### config.mk
export PLATFORM = sky130hd
export DESIGN_NAME = morse_led_encoder
export DESIGN_NICKNAME = d
export VERILOG_FILES = /design/src/rtl/mle_pkg.sv /design/src/rtl/mle_front.sv /design/src/rtl/mle_queue.sv /design/src/rtl/mle_back.sv /design/src/rtl/morse_led_encoder.sv
export SDC_FILE = /design/constraint.sdc
export NUM_CORES = 1
export LEC_CHECK = 0
export ABC_AREA = 0
export BUFFER_PORTS_ARGS = -buffer_cell sky130_fd_sc_hd__clkbuf_2
export CAP_MARGIN = 20
export CELL_PAD_IN_SITES_DETAIL_PLACEMENT = 0
export CELL_PAD_IN_SITES_GLOBAL_PLACEMENT = 2
export CORE_ASPECT_RATIO = 1.2
export CORE_MARGIN = 4
export CORE_UTILIZATION = 40
export DETAILED_ROUTE_END_ITERATION = 16
export GPL_TIMING_DRIVEN = 0
export HOLD_SLACK_MARGIN = 0.02
export PLACE_DENSITY = 0.87
export SYNTH_ARGS = -nofsm -noshare
export SYNTH_HDL_FRONTEND = slang
export SYNTH_SLANG_ARGS = --single-unit
### constraint.sdc
create_clock -name aclk -period 9.7 [get_ports aclk]
set_input_delay 1.94 -clock aclk [delete_from_list [all_inputs] [get_ports aclk]]
set_output_delay 1.94 -clock aclk [all_outputs]
set_load 0.02 [all_outputs]
### src/rtl/mle_pkg.sv
// Shared types, constants and the Morse lookup for the Morse LED encoder.
// No dependencies; every other file in rtl/ refers to it by scoped names.
package mle_pkg;

    localparam int unsigned CHAR_W  = 8;
    localparam int unsigned TICK_W  = 16;
    localparam int unsigned LED_W   = 2;
    localparam int unsigned CODE_W  = 6;   // longest code has six elements
    localparam int unsigned LEN_W   = 3;
    localparam int unsigned CFG_IDX_W = 2;

    // Lamp codes
    localparam logic [LED_W-1:0] LED_GREEN  = 2'd0;
    localparam logic [LED_W-1:0] LED_YELLOW = 2'd1;
    localparam logic [LED_W-1:0] LED_RED    = 2'd2;

    // Register indexes of the configuration port
    localparam logic [CFG_IDX_W-1:0] REG_DOT_ON  = 2'd0;
    localparam logic [CFG_IDX_W-1:0] REG_DASH_ON = 2'd1;
    localparam logic [CFG_IDX_W-1:0] REG_GAP_ON  = 2'd2;
    localparam logic [CFG_IDX_W-1:0] REG_OFF     = 2'd3;

    localparam logic [TICK_W-1:0] DOT_ON_RESET  = 16'd250;
    localparam logic [TICK_W-1:0] DASH_ON_RESET = 16'd500;
    localparam logic [TICK_W-1:0] GAP_ON_RESET  = 16'd250;
    localparam logic [TICK_W-1:0] OFF_RESET     = 16'd100;

    localparam logic [CHAR_W-1:0] CHAR_SPACE = 8'h20;

    typedef enum logic [1:0] {
        JOB_CODE,   // optional leading yellow, elements, optional trailing yellow
        JOB_RED,    // one red word gap
        JOB_BAD     // one error marker
    } job_kind_t;

    typedef struct packed {
        job_kind_t           kind;
        logic                lead;   // yellow before the first element
        logic                trail;  // yellow after the last element
        logic [LEN_W-1:0]    len;    // elements still to send
        logic [CODE_W-1:0]   pat;    // first element in the top bit, 1 = dash
    } job_t;

    typedef struct packed {
        logic [TICK_W-1:0] dot_on;
        logic [TICK_W-1:0] dash_on;
        logic [TICK_W-1:0] gap_on;
        logic [TICK_W-1:0] off;
    } cfg_t;

    typedef struct packed {
        logic              valid;
        logic [LEN_W-1:0]  len;
        logic [CODE_W-1:0] pat;
    } code_t;

    // Morse code of one byte; patterns read left to right, padded with zeros.
    function automatic code_t morse_lookup(input logic [CHAR_W-1:0] c);
        logic [CHAR_W-1:0] lc;
        code_t             r;
        lc = c;
        if (c inside {[8'h41:8'h5A]}) begin
            lc = c | 8'h20;   // fold upper case onto lower case
        end
        r = '{valid: 1'b1, len: 3'd0, pat: 6'b000000};
        case (lc)
            8'h61: begin r.len = 3'd2; r.pat = 6'b010000; end // a
            8'h62: begin r.len = 3'd4; r.pat = 6'b100000; end // b
            8'h63: begin r.len = 3'd4; r.pat = 6'b101000; end // c
            8'h64: begin r.len = 3'd3; r.pat = 6'b100000; end // d
            8'h65: begin r.len = 3'd1; r.pat = 6'b000000; end // e
            8'h66: begin r.len = 3'd4; r.pat = 6'b001000; end // f
            8'h67: begin r.len = 3'd3; r.pat = 6'b110000; end // g
            8'h68: begin r.len = 3'd4; r.pat = 6'b000000; end // h
            8'h69: begin r.len = 3'd2; r.pat = 6'b000000; end // i
            8'h6A: begin r.len = 3'd4; r.pat = 6'b011100; end // j
            8'h6B: begin r.len = 3'd3; r.pat = 6'b101000; end // k
            8'h6C: begin r.len = 3'd4; r.pat = 6'b010000; end // l
            8'h6D: begin r.len = 3'd2; r.pat = 6'b110000; end // m
            8'h6E: begin r.len = 3'd2; r.pat = 6'b100000; end // n
            8'h6F: begin r.len = 3'd3; r.pat = 6'b111000; end // o
            8'h70: begin r.len = 3'd4; r.pat = 6'b011000; end // p
            8'h71: begin r.len = 3'd4; r.pat = 6'b110100; end // q
            8'h72: begin r.len = 3'd3; r.pat = 6'b010000; end // r
            8'h73: begin r.len = 3'd3; r.pat = 6'b000000; end // s
            8'h74: begin r.len = 3'd1; r.pat = 6'b100000; end // t
            8'h75: begin r.len = 3'd3; r.pat = 6'b001000; end // u
            8'h76: begin r.len = 3'd4; r.pat = 6'b000100; end // v
            8'h77: begin r.len = 3'd3; r.pat = 6'b011000; end // w
            8'h78: begin r.len = 3'd4; r.pat = 6'b100100; end // x
            8'h79: begin r.len = 3'd4; r.pat = 6'b101100; end // y
            8'h7A: begin r.len = 3'd4; r.pat = 6'b110000; end // z
            8'h2E: begin r.len = 3'd6; r.pat = 6'b010101; end // full stop
            8'h2C: begin r.len = 3'd6; r.pat = 6'b110011; end // comma
            8'h3F: begin r.len = 3'd6; r.pat = 6'b001100; end // question mark
            8'h21: begin r.len = 3'd6; r.pat = 6'b101011; end // exclamation mark
            8'h27: begin r.len = 3'd6; r.pat = 6'b011110; end // apostrophe
            default: r.valid = 1'b0;
        endcase
        return r;
    endfunction

endpackage

### src/rtl/mle_front.sv
// Front end: takes characters, tracks the pending gap and discard state,
// and turns each character into at most one pulse job. Uses mle_pkg.
module mle_front (
    input  logic                         aclk,
    input  logic                         aresetn,
    input  logic                         in_valid,
    output logic                         in_ready,
    input  logic [mle_pkg::CHAR_W-1:0]   in_char,
    input  logic                         in_eom,
    input  logic                         q_full,
    output logic                         push,
    output mle_pkg::job_t                push_job
);

    logic           gap_pending_reg, gap_pending_next;
    logic           discarding_reg, discarding_next;
    logic           accept;
    mle_pkg::code_t code;

    assign in_ready = !q_full;
    assign accept   = in_valid && in_ready;
    assign code     = mle_pkg::morse_lookup(in_char);

    always_comb begin
        gap_pending_next = gap_pending_reg;
        discarding_next  = discarding_reg;
        push             = 1'b0;
        push_job         = '{kind: mle_pkg::JOB_CODE, lead: 1'b0, trail: 1'b0,
                             len: '0, pat: '0};
        if (accept) begin
            if (discarding_reg) begin
                // drop until the end of the message
                if (in_eom) begin
                    discarding_next = 1'b0;
                end
            end else if (in_char == mle_pkg::CHAR_SPACE) begin
                if (gap_pending_reg) begin
                    push             = 1'b1;
                    push_job.kind    = mle_pkg::JOB_RED;
                    gap_pending_next = 1'b0;
                end else if (in_eom) begin
                    push             = 1'b1;
                    push_job.trail   = 1'b1;
                    gap_pending_next = 1'b0;
                end else begin
                    gap_pending_next = 1'b1;
                end
            end else if (code.valid) begin
                push             = 1'b1;
                push_job.lead    = gap_pending_reg;
                push_job.trail   = in_eom;
                push_job.len     = code.len;
                push_job.pat     = code.pat;
                gap_pending_next = !in_eom;
            end else begin
                push             = 1'b1;
                push_job.kind    = mle_pkg::JOB_BAD;
                gap_pending_next = 1'b0;
                discarding_next  = !in_eom;
            end
        end
    end

    always_ff @(posedge aclk) begin
        if (!aresetn) begin
            gap_pending_reg <= 1'b0;
            discarding_reg  <= 1'b0;
        end else begin
            gap_pending_reg <= gap_pending_next;
            discarding_reg  <= discarding_next;
        end
    end

endmodule

### src/rtl/mle_queue.sv
// Short job queue between the front end and the pulse sequencer.
// Register based, first in first out. Uses mle_pkg for the job type.
module mle_queue #(
    parameter int unsigned DEPTH = 2
) (
    input  logic          aclk,
    input  logic          aresetn,
    input  logic          push,
    input  mle_pkg::job_t push_job,
    output logic          full,
    input  logic          pop,
    output logic          q_valid,
    output mle_pkg::job_t q_job
);

    localparam int unsigned PTR_W = $clog2(DEPTH);
    localparam int unsigned CNT_W = $clog2(DEPTH + 1);
    localparam logic [PTR_W-1:0] LAST_PTR = PTR_W'(DEPTH - 1);
    localparam logic [CNT_W-1:0] FULL_CNT = CNT_W'(DEPTH);

    mle_pkg::job_t     slot_reg [DEPTH];
    logic [PTR_W-1:0]  wr_ptr_reg, wr_ptr_next;
    logic [PTR_W-1:0]  rd_ptr_reg, rd_ptr_next;
    logic [CNT_W-1:0]  count_reg, count_next;
    logic              do_push, do_pop;

    assign full    = (count_reg == FULL_CNT);
    assign q_valid = (count_reg != '0);
    assign q_job   = slot_reg[rd_ptr_reg];
    assign do_push = push && !full;
    assign do_pop  = pop && q_valid;

    always_comb begin
        wr_ptr_next = wr_ptr_reg;
        rd_ptr_next = rd_ptr_reg;
        count_next  = count_reg;
        if (do_push) begin
            wr_ptr_next = (wr_ptr_reg == LAST_PTR) ? '0 : wr_ptr_reg + 1'b1;
        end
        if (do_pop) begin
            rd_ptr_next = (rd_ptr_reg == LAST_PTR) ? '0 : rd_ptr_reg + 1'b1;
        end
        if (do_push && !do_pop) begin
            count_next = count_reg + 1'b1;
        end else if (do_pop && !do_push) begin
            count_next = count_reg - 1'b1;
        end
    end

    always_ff @(posedge aclk) begin
        if (!aresetn) begin
            wr_ptr_reg <= '0;
            rd_ptr_reg <= '0;
            count_reg  <= '0;
        end else begin
            wr_ptr_reg <= wr_ptr_next;
            rd_ptr_reg <= rd_ptr_next;
            count_reg  <= count_next;
        end
    end

    always_ff @(posedge aclk) begin
        if (do_push) begin
            slot_reg[wr_ptr_reg] <= push_job;
        end
    end

endmodule

### src/rtl/mle_back.sv
// Pulse sequencer: steps through one job per character and sends one pulse a
// cycle to the output register unless stalled. Uses mle_pkg for job, config types.
module mle_back (
    input  logic                        aclk,
    input  logic                        aresetn,
    input  mle_pkg::cfg_t               cfg,
    input  logic                        q_valid,
    input  mle_pkg::job_t               q_job,
    output logic                        pop,
    output logic                        out_valid,
    input  logic                        out_ready,
    output logic [mle_pkg::LED_W-1:0]   out_led,
    output logic [mle_pkg::TICK_W-1:0]  out_on,
    output logic [mle_pkg::TICK_W-1:0]  out_dark,
    output logic                        out_bad,
    output logic                        out_last
);

    mle_pkg::job_t               job_reg, job_next, job_adv;
    logic                        busy_reg, busy_next;
    logic                        valid_reg, valid_next;
    logic [mle_pkg::LED_W-1:0]   led_reg, p_led;
    logic [mle_pkg::TICK_W-1:0]  on_reg, p_on;
    logic [mle_pkg::TICK_W-1:0]  dark_reg, p_dark;
    logic                        bad_reg, p_bad;
    logic                        last_reg, p_last;
    logic                        can_load, fire;

    // Work out the pulse at the head of the current job and the job left after it
    always_comb begin
        job_adv = job_reg;
        p_led   = mle_pkg::LED_GREEN;
        p_on    = '0;
        p_dark  = cfg.off;
        p_bad   = 1'b0;
        p_last  = 1'b1;
        case (job_reg.kind)
            mle_pkg::JOB_CODE: begin
                if (job_reg.lead) begin
                    p_led        = mle_pkg::LED_YELLOW;
                    p_on         = cfg.gap_on;
                    p_last       = (job_reg.len == '0) && !job_reg.trail;
                    job_adv.lead = 1'b0;
                end else if (job_reg.len != '0) begin
                    p_led       = mle_pkg::LED_GREEN;
                    p_on        = job_reg.pat[mle_pkg::CODE_W-1] ? cfg.dash_on : cfg.dot_on;
                    p_last      = (job_reg.len == 3'd1) && !job_reg.trail;
                    job_adv.len = job_reg.len - 1'b1;
                    job_adv.pat = {job_reg.pat[mle_pkg::CODE_W-2:0], 1'b0};
                end else begin
                    p_led         = mle_pkg::LED_YELLOW;
                    p_on          = cfg.gap_on;
                    job_adv.trail = 1'b0;
                end
            end
            mle_pkg::JOB_RED: begin
                p_led = mle_pkg::LED_RED;
                p_on  = cfg.gap_on;
            end
            mle_pkg::JOB_BAD: begin
                p_dark = '0;
                p_bad  = 1'b1;
            end
            default: begin
                p_dark = '0;
                p_bad  = 1'b1;
            end
        endcase
    end

    always_comb begin
        can_load   = !valid_reg || out_ready;
        fire       = busy_reg && can_load;
        pop        = q_valid && (!busy_reg || (fire && p_last));
        valid_next = fire ? 1'b1 : (out_ready ? 1'b0 : valid_reg);
        if (pop) begin
            busy_next = 1'b1;
            job_next  = q_job;
        end else if (fire) begin
            busy_next = !p_last;
            job_next  = job_adv;
        end else begin
            busy_next = busy_reg;
            job_next  = job_reg;
        end
    end

    always_ff @(posedge aclk) begin
        if (!aresetn) begin
            busy_reg  <= 1'b0;
            valid_reg <= 1'b0;
        end else begin
            busy_reg  <= busy_next;
            valid_reg <= valid_next;
        end
    end

    always_ff @(posedge aclk) begin
        job_reg <= job_next;
        if (fire) begin
            led_reg  <= p_led;
            on_reg   <= p_on;
            dark_reg <= p_dark;
            bad_reg  <= p_bad;
            last_reg <= p_last;
        end
    end

    assign out_valid = valid_reg;
    assign out_led   = led_reg;
    assign out_on    = on_reg;
    assign out_dark  = dark_reg;
    assign out_bad   = bad_reg;
    assign out_last  = last_reg;

endmodule

### src/rtl/morse_led_encoder.sv
// Top level of the Morse LED encoder: configuration registers, front end,
// job queue and pulse sequencer. Depends on mle_pkg, mle_front, mle_queue, mle_back.
//
// Usage
//   Send one ASCII character per request on the s_ channel, with s_tlast
//   high on the final character of a message. Each character yields zero to
//   eight lamp pulses on the m_ channel; m_tlast marks the last pulse that
//   a character caused, and m_tuser flags an unsupported character (that
//   request carries no pulse, and the rest of its message is dropped).
//   Timing registers are written through cfg_wr_en / cfg_index / cfg_wdata
//   while the block is idle; they take effect on the next pulse.
// Path and throughput
//   A character is written into the job queue, then loaded into the
//   sequencer's job register, and its first pulse then goes to the output
//   register. The sequencer sends one pulse per cycle unless m_tready
//   stalls it. The front end takes a character every cycle while the job
//   queue (QUEUE_DEPTH entries) has room.
// Reset and stalls
//   Reset clears the pending gap, the discard state, the queue and the
//   output valid flag, and loads the default timings (250, 500, 250, 100).
//   When m_tready is low the current pulse is held in the output register,
//   the sequencer waits, the queue fills and then s_tready falls.
module morse_led_encoder #(
    parameter int unsigned QUEUE_DEPTH = 2
) (
    input  logic        aclk,
    input  logic        aresetn,
    // input channel
    input  logic        s_tvalid,
    output logic        s_tready,
    input  logic [7:0]  s_tdata,   // [7:0] char_code
    input  logic        s_tlast,   // end_of_message
    // result channel
    output logic        m_tvalid,
    input  logic        m_tready,
    output logic [39:0] m_tdata,   // [1:0] led, [17:2] on_ticks, [33:18] dark_ticks, zero above
    output logic [0:0]  m_tuser,   // [0] bad_char
    output logic        m_tlast,   // run_end
    // configuration write port
    input  logic        cfg_wr_en,
    input  logic [1:0]  cfg_index,
    input  logic [15:0] cfg_wdata
);

    mle_pkg::cfg_t                cfg_reg;
    logic                         q_full, push, pop, q_valid;
    mle_pkg::job_t                push_job, q_job;
    logic [mle_pkg::LED_W-1:0]    led;
    logic [mle_pkg::TICK_W-1:0]   on_ticks, dark_ticks;
    logic                         bad_char;

    // Timing registers; an index selects one, and a write is registered
    always_ff @(posedge aclk) begin
        if (!aresetn) begin
            cfg_reg.dot_on  <= mle_pkg::DOT_ON_RESET;
            cfg_reg.dash_on <= mle_pkg::DASH_ON_RESET;
            cfg_reg.gap_on  <= mle_pkg::GAP_ON_RESET;
            cfg_reg.off     <= mle_pkg::OFF_RESET;
        end else if (cfg_wr_en) begin
            case (cfg_index)
                mle_pkg::REG_DOT_ON:  cfg_reg.dot_on  <= cfg_wdata;
                mle_pkg::REG_DASH_ON: cfg_reg.dash_on <= cfg_wdata;
                mle_pkg::REG_GAP_ON:  cfg_reg.gap_on  <= cfg_wdata;
                mle_pkg::REG_OFF:     cfg_reg.off     <= cfg_wdata;
                default: ;
            endcase
        end
    end

    // Classify characters and keep the gap pairing state
    mle_front u_front (
        .aclk     (aclk),
        .aresetn  (aresetn),
        .in_valid (s_tvalid),
        .in_ready (s_tready),
        .in_char  (s_tdata),
        .in_eom   (s_tlast),
        .q_full   (q_full),
        .push     (push),
        .push_job (push_job)
    );

    // Decouple the front end from the sequencer
    mle_queue #(
        .DEPTH (QUEUE_DEPTH)
    ) u_queue (
        .aclk     (aclk),
        .aresetn  (aresetn),
        .push     (push),
        .push_job (push_job),
        .full     (q_full),
        .pop      (pop),
        .q_valid  (q_valid),
        .q_job    (q_job)
    );

    // Expand each job into pulses
    mle_back u_back (
        .aclk      (aclk),
        .aresetn   (aresetn),
        .cfg       (cfg_reg),
        .q_valid   (q_valid),
        .q_job     (q_job),
        .pop       (pop),
        .out_valid (m_tvalid),
        .out_ready (m_tready),
        .out_led   (led),
        .out_on    (on_ticks),
        .out_dark  (dark_ticks),
        .out_bad   (bad_char),
        .out_last  (m_tlast)
    );

    assign m_tdata = {6'd0, dark_ticks, on_ticks, led};
    assign m_tuser = bad_char;

endmodule

# ---- Word-level counts from Yosys, hierarchy flattened
# Memory sizes are Yosys's and may differ from the RTL's. A register that Yosys moved wholly into a read port is not among the register bits.
# Cells that the tools add are included.
dict set report word_totals {
  regBits 121
  latch_bits 0
  ram_bits 26
  mem_bits_ro 0
  wordCells 165
  n_memories 1
}
# memory words word_bits read_ports rd_ports_with_merged_regs wr line
set memory_table {}
lappend memory_table {u_queue.slot_reg 2 13 1 1 1 mle_queue.sv:21} ;# mle_pkg::job_t slot_reg [DEPTH];
dict set report classes {
  add_sub_neg 5
  multipliers 0
  n_div 0
  order_cmp 2
  n_eq_ne 40
  shift 0
  mux 54
  n_bitwise 1
  reduce_logical 41
}
# op count
set ops {}
lappend ops {{$pmux W9 S31} 1}
lappend ops {{$eq A8 B7 Y1 const B} 26}
lappend ops {{$eq A8 B6 Y1 const B} 6}
lappend ops {{$mux W16} 3}
lappend ops {{$mux W13} 3}
lappend ops {{$mux W1} 33}
lappend ops {{$mux W11} 3}
lappend ops {{$pmux W16 S2} 1}
lappend ops {{$reduce_or A31 Y1} 1}
lappend ops {{$mux W9} 2}
lappend ops {{$reduce_and A2 Y1} 6}
lappend ops {{$reduce_bool A2 Y1} 6}
lappend ops {{$logic_and A1 B1 Y1} 11}
lappend ops {{$mux W10} 1}
lappend ops {{$mux W2} 5}
lappend ops {{$ge A8 B7 Y1 const B} 1}
lappend ops {{$le A8 B7 Y1 const B} 1}
lappend ops {{$logic_not A1 Y1} 8}
lappend ops {{$reduce_and A4 Y1} 2}
lappend ops {{$eq A2 B2 Y1 const B} 3}
lappend ops {{$mux W6} 1}
lappend ops {{$eq A2 B1 Y1 const B} 2}
lappend ops {{$logic_not A2 Y1} 2}
lappend ops {{$ne A2 B2 Y1 const B} 2}
lappend ops {{11 further kinds} 13}

# ---- Logic depth before layout (Yosys ltp)
# Gate-level depths: netlist of the first run.
dict set report depth {
  ltp_word 12
  mapped_depth 10
  mapped_depth_nobuf 9
}

# ---- Modules after synthesis
# Synthesis of the first run repeated with hierarchy kept, for this count alone.
dict set report unflattened {
  cells_unflattened 612
  hier_area_um2 7021.7
}
# mod instances cells_per_inst area_per_inst_um2
set by_module_without_submodules {}
lappend by_module_without_submodules {morse_led_encoder 1 244 2534.9}
lappend by_module_without_submodules {mle_back 1 155 2336.0}
lappend by_module_without_submodules {mle_queue 1 65 1168.6}
lappend by_module_without_submodules {mle_front 1 148 982.2}

# ---- Worst setup path before layout of the first run
# No wires, ideal clock.
dict set report synth_path {
  path_kind {input-to-reg}
  startpoint {in m_tready}
  endpoint {reg u_back.job_reg[9] (netlist bit) (enable)}
  setup_time_ps 334
  arrival_ps 4207
  path_slack_ps 5158
  path_stages 4
  n_path_buf 0
  cell_sequence {nor2b_1 -> nor2b_1 -> nand2_1 -> o41ai_1}
}
dict set report synth_between {
  elab_chain_len 7
  word_cells_on_any_way 10
  classes_between {eq/ne: 2; reduce/logical: 8}
}
# item line
set synth_lines {}
lappend synth_lines {{start, declared} morse_led_encoder.sv:35} ;# input logic m_tready,
lappend synth_lines {{$logic_or A1 B1 Y1 *} mle_back.sv:72} ;# can_load = !valid_reg || out_ready;
lappend synth_lines {{$logic_and A1 B1 Y1 *} mle_back.sv:73} ;# fire = busy_reg && can_load;
lappend synth_lines {{net u_back.fire} mle_back.sv:27} ;# logic can_load, fire;
lappend synth_lines {{$logic_and A1 B1 Y1} mle_back.sv:74} ;# pop = q_valid && (!busy_reg || (fire && p_last));
lappend synth_lines {{$logic_or A1 B1 Y1} mle_back.sv:74}
lappend synth_lines {{$logic_and A1 B1 Y1} mle_back.sv:74}
lappend synth_lines {{$ne A2 B2 Y1 (no line) or $reduce_bool A2 Y1 (tied branches)} --}
lappend synth_lines {{$reduce_and A4 Y1 (no line) *} --}
lappend synth_lines {{end signal, assigned} mle_back.sv:99} ;# job_reg <= job_next;
lappend synth_lines {{end, declared} mle_back.sv:19} ;# mle_pkg::job_t job_reg, job_next, job_adv;
# The timed path passes the listed nets; every way through them passes the cells marked *.
# A chain may end at the register's enable or synchronous reset.

# ---- Final worst setup path of the first run
dict set report layout_path {
  startpoint {in s_tdata[6]}
  endpoint {reg u_queue.count_reg[1]}
}
dict set report layout_between {
  elab_chain_len 8
  word_cells_on_any_way 10
  classes_between {eq/ne: 1; mux: 4; reduce/logical: 5}
}
# item line
set layout_lines {}
lappend layout_lines {{start, declared} morse_led_encoder.sv:31} ;# input logic [7:0] s_tdata,
lappend layout_lines {{$eq A8 B6 Y1 *} mle_front.sv:36} ;# end else if (in_char == mle_pkg::CHAR_SPACE) begin
lappend layout_lines {{$mux W1 *} mle_front.sv:36}
lappend layout_lines {{$mux W1 *} mle_front.sv:31} ;# if (discarding_reg) begin
lappend layout_lines {{$mux W1 *} mle_front.sv:30} ;# if (accept) begin
lappend layout_lines {{$logic_and A1 B1 Y1 *} mle_queue.sv:30} ;# assign do_push = push && !full;
lappend layout_lines {{net u_queue.do_push} mle_queue.sv:25} ;# logic do_push, do_pop;
lappend layout_lines {{$logic_not A1 Y1} mle_queue.sv:45} ;# end else if (do_pop && !do_push) begin
lappend layout_lines {{$logic_and A1 B1 Y1} mle_queue.sv:45}
lappend layout_lines {{$reduce_bool A2 Y1 (no line)} --}
lappend layout_lines {{end signal, assigned} mle_queue.sv:58} ;# count_reg <= count_next;
lappend layout_lines {{end, declared} mle_queue.sv:24} ;# logic [CNT_W-1:0] count_reg, count_next;
# Marked as above.

==> reports/metrics.yaml, run 1 <==
clock_network:
  cts_tree: "done"
  insertion_delay_ns: 0.42
  cts_buffer_depth: 2
  cts-resized-gates: 0
  numCtsBuffers: 17
  hold_buffers: 0
  cts_root_buf: "clkbuf_16"
  numClockSinks: 148
  clk_pin_slew_ns: 0.06
  h-tree-depth: 4
  cts_setup_buffers: 0
route:
  drt_pre_antenna_iters: 5
  vias: 5094
  dr.first_iter.drc_count: 278
  via_per_inst: 5.151
  route.detailed.drc: 0
  wire_per_inst_um: 16.28
  routed_wl_um: 16100
  ant_nets: 0
place:
  hpwl_um: 11740
  portBuffers: 67
  dp_cells: 957
  gp_congestion: 0.8550
final_layout:
  fin_nets: 800
  final_cell_count_no_fill: 989
  largest_reg_flops: 64
  diodes: 0
  syn_to_final_growth_pct: 19.15
  fillers: 1550
  layout-drive-gt1-share_pct: 17.89
floorplanning:
  die_area_mm2: 0.01862
  pin_count: 76
  start_util_pct: 40.71
  die_x_um: 125.2
  die_h_um: 148.7
  num_rows: 51
  core_area_mm2: 0.01621
timing:
  maxSlewViolCount: 0
  finalSetupViolations: 0
  maxSlewHeadroom_pct: 29.39
  clock_skew_ns: 0.01479
  fin_crit_sh_pct: 39.16
  fmax_ghz: 0.2632
  rsz0062_at_grt: "false"
  worst-slew-pin-transition_ns: 1.057
  hold_viol: 0
  setup_tns_ns: 0
  min_period_ns: 3.799
power_and_ir_drop:
  vdd_ir_drop_max_v: 0.0001424
  p_sw_w: 0.0006895
  p_per_area_mw_per_mm2: 268.8
  p_sw_share_pct: 32.63
  seq_power_share_pct: 41.1
  p_int_w: 0.001424
  leakage_nw: 3.013
  p_comb_share_pct: 26.8
  power.clock.fraction_pct: 32.0
  power_w: 0.002113
setup_path:
  cp_data_arrival_time_ns: 4.14
  startpoint_type: "primary input"
  endpoint_kind: "flop"
  path_class: "primary input to flop"
  crit_path_max_fanout: 10
  ff2ff_setup_slack_ns: 7.06
  required_ns: 10.04
global_routing:
  grt_max_degree: 35
  grtUsageTotal_pct: 17.89
  grt_use_met2_pct: 28.93
  grt_pass1_vias: 5049
  grt_pass1_wl_um: 26340
  busiest_layer: "met2"
  grtUsageMet3_pct: 4.131
  overflow: 0
  use_met1_pct: 23.75
  antenna_found_initial: 0
logic_synthesis:
  ys_seq_elements: 148
  yosys_warnings: 0
  synth.distinct_cells: 65
  synth.cell_area_mm2: 0.006598
  ys.flop_type: "edfxtp_1"
  synth_edf_count: 75
  yosysSeqAreaShare_pct: 56.29
  synthCells: 672
  avgSynthCellArea_um2: 9.818
  async_flop_share_pct: 0
run_status:
  status: "completed"
min_path:
  worstHoldPathType: "flop to flop"
flow_run:
  drv_cap: 0
metal layers:
layer / wire length [um] / vias to the layer above
met5: 0 / -
met4: 299 / 0
met3: 843 / 28
met2: 7481 / 144
met1: 7473 / 2407
li1: - / 2515
worst max-delay path: stages:
cell	delay, ns
buf_6	0.11
or4b_4	0.53
buf_6	0.16
nor4_4	0.32
a31oi_2	0.20
ha_1	0.36
or3_1	0.38
a21oi_1	0.14
power by group through the flow:
stage | Sequential (W) | Combinational (W) | Clock, W
floorplan | 0.000936 | 0.000328 | 0
global placement | 0.000882 | 0.000558 | 0
detailed placement | 0.000884 | 0.000574 | 0
CTS | 0.000871 | 0.000577 | 0.000690
global route | 0.000882 | 0.000629 | 0.000716
finish | 0.000870 | 0.000567 | 0.000677
cells by family after synthesis:
kind of cell / count (synthesis) / synth area share [%]
simple gates: 296 / 21.18
flops: 148 / 56.29
compound gates: 125 / 11.97
buf+inv: 62 / 4.400
mux: 29 / 4.419
xor+xnor: 7 / 0.9293
fa+ha+maj: 4 / 0.7586
other cells: 1 / 0.05684
path summary, 6_finish.rpt:
kind                                        endpoint  cells past startpoint         startpoint
worst max register to register  u_queue.count_reg[1]                      9  u_back.job_reg[6]
worst min register to register            cfg_reg[3]                      2         cfg_reg[3]
worst max-delay path            u_queue.count_reg[1]                      8         s_tdata[6]
worst min-delay path                      cfg_reg[3]                      2         cfg_reg[3]
final cells by class:
type,count,area (um^2),area share (%)
buffer,49,241.5,3.072
clock buffer,21,483.0,6.144
clock inverter,11,133.9,1.703
inverter,13,48.80,0.6207
multi-input combinational,467,2620,33.33
sequential,148,3714,47.24
tap,212,265.3,3.374
timing repair buffer,68,355.3,4.520
cells in the final DEF, fill, tap and decap left out, drive strengths merged, types with 3 or more instances in the layout:
| cell type | instances |
|---|---|
| nand2 | 167 |
| a21oi | 57 |
| or3 | 3 |
| nand3b | 6 |
| clkbuf | 119 |
| nor3b | 6 |
| a211oi | 5 |
| inv | 20 |
| xor2 | 5 |
| a31oi | 6 |
| o21ai | 30 |
| edfxtp | 75 |
| nor3 | 6 |
| nor2b | 28 |
| ha | 4 |
| or3b | 4 |
| or2 | 6 |
| conb | 6 |
| mux2i | 28 |
| nor2 | 29 |
| a22oi | 3 |
| buf | 19 |
| nand2b | 4 |
| nor4 | 4 |
| dfxtp | 73 |
| nand3 | 24 |
synth_stat cells (all sizes together) (2+ instances only):
library cell | n | area (um^2)
xnor2 | 2 | 17.52
nor3b | 6 | 45.04
o22ai | 2 | 12.51
nor3 | 6 | 40.04
nand2b | 4 | 25.02
ha | 4 | 50.05
inv | 12 | 45.04
o311ai | 2 | 17.52
nor4 | 4 | 40.04
o32ai | 2 | 17.52
nand3 | 24 | 120.1
o41ai | 2 | 25.03
a21oi | 57 | 285.3
a31oi | 6 | 43.79
dfxtp | 73 | 1461
a22oi | 3 | 22.52
a31o | 2 | 17.52
clkbuf | 31 | 116.4
nor2b | 28 | 175.2
and3 | 2 | 12.51
or3b | 4 | 35.04
nand4 | 2 | 12.51
buf | 18 | 125.1
nor2 | 29 | 108.9
a211oi | 5 | 47.54
nand3b | 6 | 48.80
nand2 | 167 | 626.9
edfxtp | 75 | 2252
or3 | 3 | 18.77
a221oi | 2 | 35.04
mux2i | 28 | 280.3
o21ai | 30 | 150.1
or2 | 6 | 37.54
xor2 | 5 | 43.79
a21o | 2 | 15.01
per-stage QoR:
| stage | instance area (um^2) | hold slack [ns] | utilization, % | setup WS [ns] |
|---|---|---|---|---|
| 6_report | 7861 | 0.4483 | 48.50 | 5.901 |
| 5_1_grt | 7861 | 0.4712 | 48.50 | 5.769 |
| 4_1_cts | 7861 | 0.4513 | 48.50 | 5.904 |
| 3_5_place_dp | 7244 | 0.4429 | 44.70 | 5.461 |
| 3_3_place_gp | 7217 | 0.4392 | 44.53 | 4.161 |
| 2_1_floorplan | 6616 | 0.4305 | - | 5.158 |
(Power assumes the default switching activity.)
==> run 2: changes to the inputs <==
--- a/config.mk
+++ b/config.mk
@@ -12,11 +12,11 @@
 export CELL_PAD_IN_SITES_GLOBAL_PLACEMENT = 2
 export CORE_ASPECT_RATIO = 1.2
 export CORE_MARGIN = 4
-export CORE_UTILIZATION = 40
+export CORE_UTILIZATION = 37
 export DETAILED_ROUTE_END_ITERATION = 16
 export GPL_TIMING_DRIVEN = 0
 export HOLD_SLACK_MARGIN = 0.02
-export PLACE_DENSITY = 0.87
+export PLACE_DENSITY = 0.81
 export SYNTH_ARGS = -nofsm -noshare
 export SYNTH_HDL_FRONTEND = slang
 export SYNTH_SLANG_ARGS = --single-unit
==> constraint.sdc (replaced) <==
create_clock -name aclk -period 3.72 [get_ports aclk]
set_input_delay 0.744 -clock aclk [delete_from_list [all_inputs] [get_ports aclk]]
set_output_delay 0.744 -clock aclk [all_outputs]
set_load 0.02 [all_outputs]
==> run 2 against run 1 <==
  * Total power grew to 2.5 times the previous value
  * Routed wire length grew 4.0%
  * First-iteration DRC count fell by 2.9%
  * Count of clock-buffer cells in the layout did not move
  * Cell count increased by 0.91%
  * Combinational power increased to 2.6 times the previous value
  * Via count down 0.43%
  * Register-to-register slack worse by 6.0 ns
  * Largest cell class unchanged
==> reports/metrics.yaml, run 2 (same netlist as run 1, synthesis figures left out) <==
timing:
  maxSlewHeadroom_pct: 38.19  # +8.8 points
  clock_skew_ns: 0.008072  # -0.006715 ns
  rsz0062_at_grt: "false"
  maxSlewViolCount: 0  # unchanged
  hold_viol: 0  # unchanged
  worst-slew-pin-transition_ns: 0.9251  # -0.1318 ns
  fmax_ghz: 0.3708
  fin_crit_sh_pct: 72.49
  finalSetupViolations: 0  # unchanged
  setup_tns_ns: 0  # unchanged
  min_period_ns: 2.697
final_layout:
  fin_util_pct: 44.56  # -3.9 points
  diodes: 0  # unchanged
  syn_to_final_growth_pct: 18.24
  layout-drive-gt1-share_pct: 17.87  # -0.023 points
  largest_reg_flops: 64  # unchanged
  final_common_cell: "nand2_1"
  final_cell_count_no_fill: 998  # +0.91%
  design_area_mm2: 0.007801  # -0.76%
  fin_nets: 801  # +0.13%
  layout_common_cells: "nand2_1 (167), edfxtp_1 (75), dfxtp_1 (73)"
global_routing:
  overflow: 0  # unchanged
  antenna_found_initial: 0  # unchanged
  grt_max_degree: 34  # -2.9%
  grt_pass1_vias: 5075  # +0.51%
  grt_pass1_wl_um: 27060  # +2.7%
  grtUsageTotal_pct: 17.43  # -0.47 points
route:
  ant_nets: 0  # unchanged
  wire_per_inst_um: 16.78  # +3.1%
  routed_wl_um: 16750  # +4.0%
  via_per_inst: 5.082  # -1.3%
  dr.first_iter.drc_count: 270  # -2.9%
  route.detailed.drc: 0  # unchanged
  vias: 5072  # -0.43%
  drt_pre_antenna_iters: 5  # unchanged
clock_network:
  h-tree-depth: 4  # unchanged
  hold_buffers: 0  # unchanged
  cts_tree: "done"
  insertion_delay_ns: 0.42  # about the same
  cts_setup_buffers: 0  # unchanged
  numCtsBuffers: 17  # unchanged
  cts-resized-gates: 0  # unchanged
  cts_buffer_depth: 2  # unchanged
  clk_pin_slew_ns: 0.06  # about the same
  numClockSinks: 148  # unchanged
  cts_root_buf: "clkbuf_16"
min_path:
  hp-start: "cfg_reg[1]"
  hold_end: "cfg_reg[1]"
  worstHoldPathType: "flop to flop"
  holdPathStages: 2  # unchanged
place:
  postPlaceCellArea_mm2: 0.007254  # +0.14%
  hpwl_um: 12160  # +3.5%
  dp_cells: 965  # +0.84%
  portBuffers: 67  # unchanged
  gp_congestion: 0.8578  # +0.33%
setup_path:
  path_cells: "inv_1, ha_1, a21boi_0, o21ai_0, a31o_2, clkbuf_1, ha_1, or3_1, a21oi_1"
  worst_path_most_repeated_cell: "ha_1"
  crit_path_max_fanout: 10  # unchanged
  worstReg2RegEnd: "u_queue.count_reg[1]"
  endpoint_kind: "flop"
  startpoint_type: "flop"
  r2r_cells: 9  # unchanged
  ff2ff_setup_slack_ns: 1.02  # -6.04 ns
  cp_data_arrival_time_ns: 3.04  # -1.10 ns
  required_ns: 4.06  # -5.98 ns
  path_class: "flop to flop"
  r2r-start: "u_back.job_reg[6]"
  crit_slowest_cell: "clkbuf_1"
  slowest_delay_ns: 0.38  # -0.15 ns
floorplanning:
  core_area_mm2: 0.01751  # +8.0%
  die_x_um: 129.9  # +3.7%
  pin_count: 76  # unchanged
  die_h_um: 154.3  # +3.8%
  die_area_mm2: 0.02004  # +7.6%
  num_rows: 53  # +3.9%
  start_util_pct: 37.69  # -3.0 points
power_and_ir_drop:
  vdd_ir_drop_max_v: 0.0003357  # +140%
  power_w: 0.005321  # +150%
  leakage_nw: 2.970  # -1.4%
  p_per_area_mw_per_mm2: 682.1  # +150%
run_status:
  status: "completed"
flow_run:
  drv_cap: 0  # unchanged
run 2: worst max-delay path by stage:
stage,to,slack (ns),cells past startpoint,start
6_report,u_queue.count_reg[1],1.02,9,u_back.job_reg[6]
3_5_place_dp,u_queue.slot_reg[0][3],0.66,6,s_tdata[3]
5_1_grt,u_queue.count_reg[1],0.83,9,u_back.job_reg[6]
2_1_floorplan,u_back.job_reg[9],0.37,4,m_tready
3_3_place_gp,u_back.job_reg[9],-0.67,5,m_tready
4_1_cts,u_queue.count_reg[1],1.03,9,u_back.job_reg[6]
run 2: stage by stage:
step | setup slack, ns | hold slack, ns
after floorplan | 0.3744 | 0.4305
after global placement | -0.6683 | 0.4396
after detailed placement | 0.6611 | 0.4440
after CTS | 1.026 | 0.4523
after global routing | 0.8343 | 0.4754
final | 1.023 | 0.4501
run 2: power by group:
group | switching (W) | internal (W) | total, W
clock network | 0.000669 | 0.000891 | 0.00156
registers | 0.000122 | 0.00215 | 0.00227
logic | 0.00101 | 0.000483 | 0.00149
total | 0.00180 | 0.00353 | 0.00532
run 2: cell type report:
cell class              instances  area (um^2)
inverters                      13        48.80
fillers                      1772         9706
well taps                     220        275.3
clock buffers                  21        461.7
clock inverters                11        77.57
multi-input cells             467         2620
flip-flops and latches        148         3714
plain buffers                  49        241.5
repair buffers                 69        362.8
run 2: layer usage:
layer,track usage [%],share of wire (%),vias up
li1,-,-,2515
met1,23.93,47,2402
met2,27.75,47,135
met3,3.454,4.5,20
met4,5.446,1.3,0
met5,0,0,-
run 2: worst max-delay path: cells and delay by family (launching register included):
family                   cells  cell delay (ns)
AO/OA/AOI/OAI                4             0.86
AND/OR/NAND/NOR              1             0.37
flip-flops                   1             0.35
adder cells (fa/ha/maj)      2             0.57
buffers and inverters        2             0.46
==> run 3: changes to the inputs <==
--- a/config.mk
+++ b/config.mk
@@ -5,18 +5,18 @@
 export SDC_FILE = /design/constraint.sdc
 export NUM_CORES = 1
 export LEC_CHECK = 0
-export ABC_AREA = 0
+export ABC_AREA = 1
 export BUFFER_PORTS_ARGS = -buffer_cell sky130_fd_sc_hd__clkbuf_2
 export CAP_MARGIN = 20
 export CELL_PAD_IN_SITES_DETAIL_PLACEMENT = 0
 export CELL_PAD_IN_SITES_GLOBAL_PLACEMENT = 2
 export CORE_ASPECT_RATIO = 1.2
 export CORE_MARGIN = 4
-export CORE_UTILIZATION = 37
+export CORE_UTILIZATION = 32
 export DETAILED_ROUTE_END_ITERATION = 16
 export GPL_TIMING_DRIVEN = 0
 export HOLD_SLACK_MARGIN = 0.02
-export PLACE_DENSITY = 0.81
+export PLACE_DENSITY = 0.77
 export SYNTH_ARGS = -nofsm -noshare
 export SYNTH_HDL_FRONTEND = slang
 export SYNTH_SLANG_ARGS = --single-unit
==> constraint.sdc (replaced) <==
create_clock -name aclk -period 2.2 [get_ports aclk]
set_input_delay 0.44 -clock aclk [delete_from_list [all_inputs] [get_ports aclk]]
set_output_delay 0.44 -clock aclk [all_outputs]
set_load 0.02 [all_outputs]
==> run 3 against run 2 <==
  * Cell count grew 9.0%
  * Flip-flop and latch count is the same
  * Die area rose by 11%
  * Critical path depth up 5
  * Worst hold slack worse by 0.13 ns
  * Maximum frequency grew 29%
  * Sequential share of layout area down 1.2 points
  * Synthesized area is 3.6% lower
  * Routed wire length rose by 6.2%
  * Synthesized cell count rose by 5.1%
  * Setup slack got worse by 0.92 ns
  * Critical endpoint is now u_back.job_reg[5]
==> reports/metrics.yaml, run 3 <==
run_status:
  status: "completed"
place:
  dp_cells: 1040  # +7.8%
  gp_congestion: 0.8578  # unchanged
  portBuffers: 68  # +1.5%
  hpwl_um: 12690  # +4.4%
clock_network:
  cts_tree: "done"
  numClockSinks: 148  # unchanged
  h-tree-depth: 4  # unchanged
  cts_buffer_depth: 2  # unchanged
  numCtsBuffers: 17  # unchanged
  insertion_delay_ns: 0.42  # about the same
  cts_root_buf: "clkbuf_16"
  hold_buffers: 0  # unchanged
  clk_pin_slew_ns: 0.06  # about the same
floorplanning:
  num_rows: 56  # +5.7%
  die_x_um: 136.7  # +5.3%
  start_util_pct: 32.55  # -5.1 points
  core_area_mm2: 0.01955  # +12%
  die_area_mm2: 0.02221  # +11%
  die_h_um: 162.5  # +5.3%
  pin_count: 76  # unchanged
min_path:
  worstHoldPathType: "primary input to flop"
timing:
  min_period_ns: 2.097  # -0.5996 ns
  finalSetupViolations: 0  # unchanged
  fin_crit_sh_pct: 95.32  # +23 points
  maxSlewHeadroom_pct: 36.08  # -2.1 points
  hold_viol: 0  # unchanged
  fmax_ghz: 0.4769  # +29%
  worst-slew-pin-transition_ns: 0.9515  # +0.02634 ns
  maxSlewViolCount: 0  # unchanged
  clock_skew_ns: 0.007269  # -0.0008022 ns
global_routing:
  grt_max_degree: 38  # +12%
  antenna_found_initial: 0  # unchanged
  grt_pass1_wl_um: 27530  # +1.7%
  overflow: 0  # unchanged
  grt_pass1_vias: 5214  # +2.7%
  grtUsageTotal_pct: 16.37  # -1.1 points
logic_synthesis:
  ys.flop_type: "edfxtp_1"
  synth.cell_area_mm2: 0.006362  # -3.6%
  async_flop_share_pct: 0  # unchanged
  synthCells: 706  # +5.1%
  synth.distinct_cells: 43  # -34%
  yosysMostFrequentCell: "nor2_1"
  avgSynthCellArea_um2: 9.012  # -8.2%
  synthTopCellsByCount: "nor2_1 (119), nand2_1 (103), edfxtp_1 (75), dfxtp_1 (73), o21ai_0 (70)"
  post-synth-top-area-cell: "edfxtp_1"
  ys_seq_elements: 148  # unchanged
  yosys_warnings: 0  # unchanged
  ys_top_cells_by_area: "edfxtp_1 (35%), dfxtp_1 (23%), nor2_1 (7.0%)"
  yosysSeqAreaShare_pct: 58.37  # +2.1 points
  yosysTopAreaCellShare_pct: 35.40  # +1.3 points
  synth_edf_count: 75  # unchanged
setup_path:
  required_ns: 2.45  # -1.61 ns
  crit_path_max_fanout: 10  # unchanged
  startpoint_type: "flop"
  path_class: "flop to flop"
  endpoint_kind: "flop"
  cp_data_arrival_time_ns: 2.35  # -0.69 ns
power_and_ir_drop:
  p_comb_share_pct: 31.0  # +3.0 points
  p_sw_w: 0.003262  # +82%
  leakage_nw: 3.299  # +11%
  vdd_ir_drop_max_v: 0.0007261  # +120%
  seq_power_share_pct: 39.1  # -3.6 points
  p_sw_share_pct: 33.14  # -0.61 points
  power_w: 0.009843  # +85%
  p_int_w: 0.006580  # +87%
  p_per_area_mw_per_mm2: 1229  # +80%
  power.clock.fraction_pct: 29.9  # +0.6 points
route:
  wl_met1_um: 6979  # -12%
  drt_pre_antenna_iters: 7  # +2
  route.met2.wl_um: 9626  # +23%
  ant_nets: 0  # unchanged
  route.detailed.drc: 0  # unchanged
  wire_per_inst_um: 16.35  # -2.5%
  highest_layer: "met4"
  wl_met3_um: 716  # -5.0%
  vias: 5255  # +3.6%
  via_per_inst: 4.830  # -5.0%
  routed_wl_um: 17790  # +6.2%
  dr.first_iter.drc_count: 323  # +20%
final_layout:
  final_cell_count_no_fill: 1088  # +9.0%
  layout-drive-gt1-share_pct: 21.16  # +3.3 points
  syn_to_final_growth_pct: 25.86
  fin_nets: 850  # +6.1%
  largest_reg_flops: 64  # unchanged
  diodes: 0  # unchanged
  layout_common_cells: "nor2_1 (111), nand2_1 (101), edfxtp_1 (75)"
  final_common_cell: "nor2_1"
flow_run:
  drv_cap: 0  # unchanged
-- run 3: path summary, 6_finish.rpt --
check	to	depth (start not counted)	startpoint	slack (ns)
setup / recovery	u_back.job_reg[5]	14	u_back.job_reg[6]	0.10
hold / removal	cfg_reg[40]	3	cfg_wdata[8]	0.32
setup reg to reg	u_back.job_reg[5]	14	u_back.job_reg[6]	0.10
hold reg to reg	cfg_reg[23]	2	cfg_reg[23]	0.45
-- run 3: power groups by stage --
stage	Combinational, W	Clock (W)	Sequential [W]
floorplan	0.00133	0	0.00411
global placement	0.00239	0	0.00387
detailed placement	0.00242	0	0.00389
CTS	0.00277	0.00299	0.00384
global route	0.00335	0.00312	0.00390
finish	0.00305	0.00295	0.00385
-- run 3: stage by stage --
stage	cell area, um^2	TNS, ns	util (%)	setup WS (ns)	hold WS [ns]
2_1_floorplan	6386	0	-	0.1234	0.4225
3_3_place_gp	7053	-38.25	36.08	-0.5529	0.4354
3_5_place_dp	7053	-32.91	36.08	-0.5384	0.4366
4_1_cts	7870	0	40.26	0.005266	0.3094
5_1_grt	8008	-0.02661	40.96	-0.01396	0.3242
6_report	8008	0	40.96	0.1030	0.3172
-- run 3: what timing repair did --
item / in CTS / in global routing
pin swaps: 7 / 8
setup endpoints to repair: 70 / 70
gates resized for setup: 19 / 30
cloned: 0 / 1
setup buffers: 13 / 3
-- run 3: logic make-up (layout without fill, tap and decap cells) --
family | Yosys count | after routing | share of synthesized area, %
other | 1 | 6 | 0.05894
AO/OA/AOI/OAI | 149 | 149 | 13.12
flip-flops | 148 | 148 | 58.37
AND/OR/NAND/NOR | 290 | 290 | 19.69
XOR/XNOR | 2 | 2 | 0.2754
multiplexers | 6 | 6 | 0.9440
adder cells (fa/ha/maj) | 4 | 4 | 0.7867
buffers and inverters | 106 | 222 | 6.765
-- run 3: per-layer routing --
metal	global-route usage [%]	vias up
met5	0	-
met4	6.141	0
met3	3.430	28
met2	30.78	132
met1	17.74	2499
li1	-	2596
-- run 3: critical path: stages (launching register included) --
cell and delay (ns):
edfxtp_1 0.41, inv_2 0.10, ha_4 0.13, inv_2 0.04, nor2_4 0.10, a21oi_2 0.05, o211ai_1 0.24, nand2_1 0.12
nand2_2 0.11, o21ai_4 0.09, buf_4 0.15, inv_2 0.06, buf_6 0.13, nor2_1 0.05, a31oi_1 0.17
-- run 3: layout make-up --
type,count,area [um^2]
Buffer,32,168.9
Clock buffer,21,493.0
Clock inverter,11,121.4
Fill cell,1952,11540
Inverter,74,277.8
Multi-Input combinational cell,457,2386
Sequential cell,148,3715
Tap cell,261,326.6
Timing Repair Buffer,84,519.2
